===== config.mk =====
export PLATFORM = sky130hd
export DESIGN_NAME = lru_page_replacement
export DESIGN_NICKNAME = d
export VERILOG_FILES = /design/src/rtl/lrupr_pkg.sv /design/src/rtl/lrupr_cell.sv /design/src/rtl/lru_page_replacement.sv
export SDC_FILE = /design/constraint.sdc
export NUM_CORES = 1
export LEC_CHECK = 0
export BUFFER_PORTS_ARGS = -buffer_cell sky130_fd_sc_hd__buf_2
export CAP_MARGIN = 20
export CORE_ASPECT_RATIO = 0.8
export CORE_MARGIN = 2
export CORE_UTILIZATION = 46
export DETAILED_ROUTE_END_ITERATION = 16
export PLACE_DENSITY = 0.74
export SETUP_SLACK_MARGIN = 0.02
export SLEW_MARGIN = 20
export SYNTH_ARGS = -nofsm -noshare
export SYNTH_HDL_FRONTEND = slang
export SYNTH_SLANG_ARGS = --single-unit

===== constraint.sdc =====
create_clock -name clk -period 3.01 [get_ports clk]
set_clock_uncertainty 0.05 [all_clocks]
set_input_delay 0.1505 -clock clk [delete_from_list [all_inputs] [get_ports clk]]
set_output_delay 0.1505 -clock clk [all_outputs]
set_load 0.05 [all_outputs]

===== src/rtl/lrupr_pkg.sv =====
`timescale 1ns / 1ps

package lrupr_pkg;

  localparam int PAGE_W       = 8;
  localparam int SLOT_W       = 3;
  localparam int CFG_W        = 4;
  localparam int FAULT_W      = 32;
  localparam int FRAMES_RESET = 8;

  // Largest frame count the cell chain supports; indices and ranks are sized for it.
  localparam int FRAMES_LIMIT = 64;
  localparam int IDX_W        = $clog2(FRAMES_LIMIT);
  localparam int RANK_W       = $clog2(FRAMES_LIMIT);

  typedef logic [PAGE_W-1:0] page_t;
  typedef logic [IDX_W-1:0]  idx_t;
  typedef logic [RANK_W-1:0] rank_t;

  // Record that travels down the chain, one cell per cycle.
  typedef struct packed {
    logic  found;
    idx_t  found_idx;
    rank_t found_rank;
    logic  free;
    idx_t  free_idx;
    logic  best_set;
    idx_t  best_idx;
    rank_t best_rank;
    page_t best_page;
  } scan_t;

  // Update broadcast to every cell once the scan is done.
  typedef struct packed {
    logic  en;
    logic  miss;
    idx_t  use_idx;
    rank_t limit;
  } cmd_t;

endpackage


===== src/rtl/lrupr_cell.sv =====
`timescale 1ns / 1ps

module lrupr_cell #(
  parameter int MAX_FRAMES = 8,
  parameter int CELL_INDEX = 0
) (
  input  logic            clk,
  input  logic            rst,
  input  logic            active,
  input  lrupr_pkg::page_t page,
  input  lrupr_pkg::scan_t scan_in,
  output lrupr_pkg::scan_t scan_out,
  input  lrupr_pkg::cmd_t  cmd
);
  import lrupr_pkg::*;

  localparam idx_t  MY_IDX   = IDX_W'(CELL_INDEX);
  localparam rank_t RANK_MAX = RANK_W'(MAX_FRAMES - 1);

  page_t held_page;
  logic  valid;
  rank_t rank;
  scan_t scan_next;

  always_comb begin
    scan_next = scan_in;
    if (active) begin
      if (!scan_in.found && valid && held_page == page) begin
        scan_next.found      = 1'b1;
        scan_next.found_idx  = MY_IDX;
        scan_next.found_rank = rank;
      end
      if (!scan_in.free && !valid) begin
        scan_next.free     = 1'b1;
        scan_next.free_idx = MY_IDX;
      end
      // highest rank wins, lowest index on a tie
      if (!scan_in.best_set || rank > scan_in.best_rank) begin
        scan_next.best_set  = 1'b1;
        scan_next.best_idx  = MY_IDX;
        scan_next.best_rank = rank;
        scan_next.best_page = held_page;
      end
    end
  end

  always_ff @(posedge clk) begin
    scan_out <= scan_next;
    if (cmd.en && active && cmd.miss && cmd.use_idx == MY_IDX) begin
      held_page <= page;
    end
  end

  always_ff @(posedge clk) begin
    if (rst) begin
      valid <= 1'b0;
      rank  <= '0;
    end else if (cmd.en && active) begin
      if (cmd.use_idx == MY_IDX) begin
        rank <= '0;
        if (cmd.miss) begin
          valid <= 1'b1;
        end
      end else if (valid && (cmd.miss || rank < cmd.limit) && rank != RANK_MAX) begin
        rank <= rank + 1'b1;
      end
    end
  end

endmodule


===== src/rtl/lru_page_replacement.sv =====
`timescale 1ns / 1ps

// LRU page replacement over MAX_FRAMES frame slots.
// Input channel (in_valid/in_ready, page): one page reference per transfer.
// Output channel (out_valid/out_ready): hit, slot, evicted_valid, evicted_page
// and the saturating fault_count, exactly one result per reference.
// Config channel (cfg_valid/cfg_ready, frames_in_use): always ready; write it
// only while no reference is in flight. 0 acts as 1, above MAX_FRAMES as MAX_FRAMES.
// Each slot is a cell in a chain. A reference is compared by passing a scan
// record down the chain, one cell per cycle, then the update step broadcasts the
// rank and slot update to all cells at once.
// One item is worked on at a time; in_ready is high only while idle.
// A stalled receiver holds the finished item in the update step until the
// output register is free; the result register itself holds until taken.
// Reset (rst, synchronous) empties every slot, clears ranks and the fault
// count, and sets the stored frame count to 8. No clearing pass is needed.
module lru_page_replacement #(
  parameter int MAX_FRAMES = 8
) (
  input  logic                         clk,
  input  logic                         rst,
  input  logic                         in_valid,
  output logic                         in_ready,
  input  lrupr_pkg::page_t             page,
  output logic                         out_valid,
  input  logic                         out_ready,
  output logic                         hit,
  output logic [lrupr_pkg::SLOT_W-1:0] slot,
  output logic                         evicted_valid,
  output lrupr_pkg::page_t             evicted_page,
  output logic [lrupr_pkg::FAULT_W-1:0] fault_count,
  input  logic                         cfg_valid,
  output logic                         cfg_ready,
  input  logic [lrupr_pkg::CFG_W-1:0]  frames_in_use
);
  import lrupr_pkg::*;

  localparam int CW = (MAX_FRAMES > 1) ? $clog2(MAX_FRAMES) : 1;
  localparam logic [CW-1:0] CNT_LAST = CW'(MAX_FRAMES - 1);

  localparam logic [1:0] ST_IDLE   = 2'd0;
  localparam logic [1:0] ST_SCAN   = 2'd1;
  localparam logic [1:0] ST_UPDATE = 2'd2;

  logic [1:0]          state;
  logic [CW-1:0]       cnt;
  page_t               ref_page;
  logic [CFG_W-1:0]    frames;
  logic [FAULT_W-1:0]  faults;
  logic [FAULT_W-1:0]  faults_next;
  logic [MAX_FRAMES-1:0] active;
  scan_t               chain [MAX_FRAMES+1];
  scan_t               result;
  cmd_t                cmd;
  logic                fire;
  idx_t                use_idx;

  assign cfg_ready = 1'b1;
  assign in_ready  = (state == ST_IDLE);
  assign chain[0]  = '0;
  assign result    = chain[MAX_FRAMES];

  always_comb begin
    for (int i = 0; i < MAX_FRAMES; i++) begin
      active[i] = (i == 0) || (i < int'(frames));
    end
  end

  generate
    for (genvar g = 0; g < MAX_FRAMES; g++) begin : g_cell
      lrupr_cell #(
        .MAX_FRAMES(MAX_FRAMES),
        .CELL_INDEX(g)
      ) u_cell (
        .clk     (clk),
        .rst     (rst),
        .active  (active[g]),
        .page    (ref_page),
        .scan_in (chain[g]),
        .scan_out(chain[g+1]),
        .cmd     (cmd)
      );
    end
  endgenerate

  // resolve the finished scan into one slot
  always_comb begin
    priority if (result.found) begin
      use_idx = result.found_idx;
    end else if (result.free) begin
      use_idx = result.free_idx;
    end else begin
      use_idx = result.best_idx;
    end
  end

  assign fire        = (state == ST_UPDATE) && (!out_valid || out_ready);
  assign cmd.en      = fire;
  assign cmd.miss    = !result.found;
  assign cmd.use_idx = use_idx;
  assign cmd.limit   = result.found_rank;
  assign faults_next = (faults == '1) ? faults : faults + 1'b1;

  always_ff @(posedge clk) begin
    if (rst) begin
      state     <= ST_IDLE;
      cnt       <= '0;
      frames    <= CFG_W'(FRAMES_RESET);
      faults    <= '0;
      out_valid <= 1'b0;
    end else begin
      if (cfg_valid && cfg_ready) begin
        frames <= frames_in_use;
      end
      if (fire) begin
        out_valid <= 1'b1;
      end else if (out_ready) begin
        out_valid <= 1'b0;
      end
      unique case (state)
        ST_IDLE: begin
          if (in_valid) begin
            state <= ST_SCAN;
            cnt   <= '0;
          end
        end
        ST_SCAN: begin
          cnt <= cnt + 1'b1;
          if (cnt == CNT_LAST) begin
            state <= ST_UPDATE;
          end
        end
        ST_UPDATE: begin
          if (fire) begin
            state <= ST_IDLE;
            if (!result.found) begin
              faults <= faults_next;
            end
          end
        end
        default: begin
          state <= ST_IDLE;
        end
      endcase
    end
  end

  always_ff @(posedge clk) begin
    if (in_valid && in_ready) begin
      ref_page <= page;
    end
    if (fire) begin
      hit           <= result.found;
      slot          <= SLOT_W'(use_idx);
      evicted_valid <= !result.found && !result.free;
      evicted_page  <= (!result.found && !result.free) ? result.best_page : '0;
      fault_count   <= result.found ? faults : faults_next;
    end
  end

`ifndef ASSERT_OFF
  a_busy_after_accept: assert property (@(posedge clk) disable iff (rst)
    (in_valid && in_ready) |=> !in_ready)
    else $error("input accepted while a reference is in flight");

  a_evict_only_on_fault: assert property (@(posedge clk) disable iff (rst)
    out_valid |-> !(hit && evicted_valid))
    else $error("eviction reported on a hit");

  a_fault_counted: assert property (@(posedge clk) disable iff (rst)
    (out_valid && !hit) |-> (fault_count != '0))
    else $error("fault reported with zero fault count");

  a_faults_monotonic: assert property (@(posedge clk) disable iff (rst)
    $past(!rst) |-> (faults >= $past(faults)))
    else $error("fault counter went backward");

  a_evicted_page_clear: assert property (@(posedge clk) disable iff (rst)
    (out_valid && !evicted_valid) |-> (evicted_page == '0))
    else $error("evicted page nonzero without eviction");
`endif

endmodule


==> impl_metrics.json <==
{
  "grt_max_degree": 45,
  "crit_top_cell": "a21o_1",
  "p_per_area_mw_per_mm2": 551,
  "grt_pass1_wl_um": 68200,
  "yosysWarnings": 0,
  "async_reset_ff_frac": 0,
  "crit_start": "g_cell[7].u_cell.scan_out[32]$_DFF_P_",
  "wire_per_inst_um": 18.4,
  "die_area_mm2": 0.0415,
  "grt_overflow": 0,
  "min_from": "rst",
  "drv_cap": 0,
  "arrival_ps": 3280,
  "crit_required_ps": 3420,
  "yosysTopAreaCellShare": 0.348,
  "area_growth_pct": 15.1,
  "netlist_area_mm2": 0.0183,
  "synthFlopType": "dfxtp_1",
  "clkTransAtPathRegs_ps": 60,
  "min_period_ps": 2860,
  "routed_wl_um": 42900,
  "yosysMostFrequentCell": "dfxtp_1",
  "drt_first_pass_iters": 7,
  "crit_type": "reg2reg",
  "die_h_um": 183,
  "place_hpwl_um": 31100,
  "rsz0062_at_grt": "false",
  "drt-initial-drc-count": 986,
  "fin_cells": 2335,
  "cts_tree": "yes",
  "status": "finished clean",
  "drc": 0,
  "grt_use_met1": 0.290,
  "cp_max_fo": 8,
  "min_period_over_period": 0.952,
  "slowest_delay_ps": 530,
  "ctsRootBufferMaster": "clkbuf_16",
  "core_mm2": 0.0394,
  "synthesis.nets": 1756,
  "fillCellCount": 3369,
  "post_cts_buffers": 0,
  "worstSetupEndpointType": "flop",
  "maxSlewHeadroom": 0.237,
  "clock.fmax_ghz": 0.349,
  "top_level_ports": 65,
  "total_power_w": 0.0116,
  "cp_cell_sequence": "inv_1, ha_1, a21o_1, a21o_1, a2111oi_1, nand3_1, or3b_2, a21oi_1",
  "synth-seq-cells": 436,
  "grt_use_met3": 0.0507,
  "ys_top_cells_by_count": "319 x dfxtp_1, 117 x edfxtp_1, 115 x mux2_2",
  "tightest_slew_ps": 1140,
  "h-tree-depth": 2,
  "ir_drop_mv": 0.466,
  "post-route-util": 0.536,
  "grt_pass1_vias": 12773,
  "slew_viol_final": 0,
  "hold_class": "in2reg",
  "synth_area_leaders": "dfxtp_1 35%, edfxtp_1 19%, mux2_2 7.1%",
  "path_delay_family": "compound AO/OA/AOI/OAI gates",
  "rows": 65,
  "start_util": 0.466,
  "setup_tns_ps": 0,
  "clk_latency_ps": 550,
  "layout-drive-gt1-share": 0.190,
  "portBuffers": 63,
  "netlist_instances": 1646,
  "synth_top_area_cell": "dfxtp_1",
  "final_nets": 1874,
  "synth.distinct_cells": 71,
  "placedCellCount": 2237,
  "die_w_um": 227,
  "final_hold_viol_count": 0,
  "clkSinkCount": 436,
  "setup_viol": 0,
  "vias_per_cell": 5.42,
  "synth_enable_flop_cells": 117,
  "r2r_start": "g_cell[7].u_cell.scan_out[32]$_DFF_P_",
  "grtUsageMet2": 0.324,
  "critical_path_buf_inv_count": 1,
  "leakagePower_nw": 8.44,
  "start_kind": "flop",
  "gp_routability_congestion": 0.930,
  "track_usage": 0.208,
  "clockBufferDepth": 3,
  "vias": 12652,
  "seq_area_frac_synth": 0.540,
  "dpl_cell_area_mm2": 0.0195,
  "detail-route-antenna-nets": 0,
  "numCtsBuffers": 43,
  "synth_area_per_cell_um2": 11.1,
  "antenna_found_initial": 1,
  "globalRoute.busiestLayer": "met2",
  "cp_slowest_cell": "a2111oi_1",
  "fin_area_mm2": 0.0211
}
[worst paths after layout]
path	cells past startpoint	endpoint	slack (ps)
min	2	g_cell[6].u_cell.valid$_SDFFE_PP0P_	100
max reg2reg	8	g_cell[0].u_cell.rank[2]$_SDFFE_PP0P_	150
max	8	g_cell[0].u_cell.rank[2]$_SDFFE_PP0P_	150
min reg2reg	0	g_cell[0].u_cell.scan_out[0]$_DFF_P_	340
[worst register-to-register path: stages (launching register included)]
cell and delay [ps]:
dfxtp_1 300, inv_1 280, ha_1 310, a21o_1 180
a21o_1 180, a2111oi_1 530, nand3_1 280, or3b_2 520
a21oi_1 150
[metal layers]
metal  part of all wire  wire, um
met1               0.46     19600
met2               0.44     19000
met3              0.079      3380
met4              0.020       864
met5                  0         0
[sequential cells by signal (all words and copies together), names as in the netlist]
| signal | flops |
|---|---|
| cnt | 3 |
| evicted_page | 8 |
| evicted_valid | 1 |
| fault_count | 32 |
| faults | 32 |
| frames | 4 |
| g_cell.u_cell.held_page | 64 |
| g_cell.u_cell.rank | 48 |
| g_cell.u_cell.scan_out | 221 |
| g_cell.u_cell.valid | 8 |
| hit | 1 |
| out_valid | 1 |
| ref_page | 8 |
| slot | 3 |
| state | 2 |
[kinds of logic (layout without fill, tap and decap cells)]
family | after synthesis | count (layout) | synth area share
simple gates | 523 | 523 | 0.152
flops | 436 | 436 | 0.540
compound gates | 200 | 200 | 0.0739
xor+xnor | 137 | 137 | 0.0655
buf+inv | 129 | 281 | 0.0278
mux | 127 | 127 | 0.0773
fa+ha+maj | 93 | 93 | 0.0635
other cells | 1 | 2 | 0.000205
[cell type report]
cell class                 count  area, um2  share of cell area
inverter                      65        248              0.0117
clock inverter                22        234              0.0111
sequential                   436       9900               0.469
multi-input combinational   1081       7940               0.376
timing repair buffer         137        916              0.0434
tap                          536        671              0.0318
clock buffer                  57       1190              0.0564
antenna                        1       2.50            0.000119
[layout by cell type, fill, tap and decap left out, types with 9 or more instances in the layout]
| master | netlist | layout |
|---|---|---|
| or2_2 | 18 | 18 |
| inv_1 | 62 | 61 |
| clkbuf_1 | 50 | 10 |
| edfxtp_1 | 117 | 117 |
| nand2b_1 | 33 | 33 |
| o21a_1 | 17 | 17 |
| o21ai_0 | 38 | 38 |
| xnor2_1 | 76 | 76 |
| a21o_1 | 23 | 23 |
| mux2i_1 | 11 | 11 |
| nor3_1 | 39 | 39 |
| buf_2 | 5 | 63 |
| and2_1 | 29 | 29 |
| a21oi_1 | 37 | 37 |
| clkinv_2 | 0 | 10 |
| nor4_1 | 25 | 23 |
| xor2_1 | 61 | 61 |
| buf_4 | 1 | 56 |
| mux2_2 | 115 | 115 |
| o211ai_1 | 9 | 9 |
| nand2_2 | 10 | 10 |
| nand4_1 | 34 | 34 |
| dlygate4sd3_1 | 0 | 18 |
| nand3_1 | 65 | 65 |
| nand2_1 | 100 | 100 |
| and3_1 | 15 | 15 |
| nor2_1 | 82 | 82 |
| ha_1 | 93 | 93 |
| nor2b_1 | 32 | 32 |
| dfxtp_1 | 319 | 318 |
| clkbuf_16 | 0 | 45 |
[stage by stage]
| step | hold WS [ps] | setup slack, ps |
|---|---|---|
| after floorplan | 199 | 290 |
| after global placement | 278 | 111 |
| after detailed placement | 279 | 90.0 |
| after CTS | 60.5 | 73.7 |
| after global routing | 96.1 | 59.1 |
| final | 104 | 146 |
[power by group]
group | switching, W | internal, W
sequential | 0.0000370 | 0.00602
combinational | 0.000110 | 0.0000786
clock | 0.00225 | 0.00315
total | 0.00240 | 0.00924
[what timing repair did]
item	4_1_cts	5_1_grt
resized for setup	0	2
hold buffers	18	0
endpoints found under the setup margin	0	10
endpoints found under the hold margin	15	0
(Power assumes the default switching activity.)
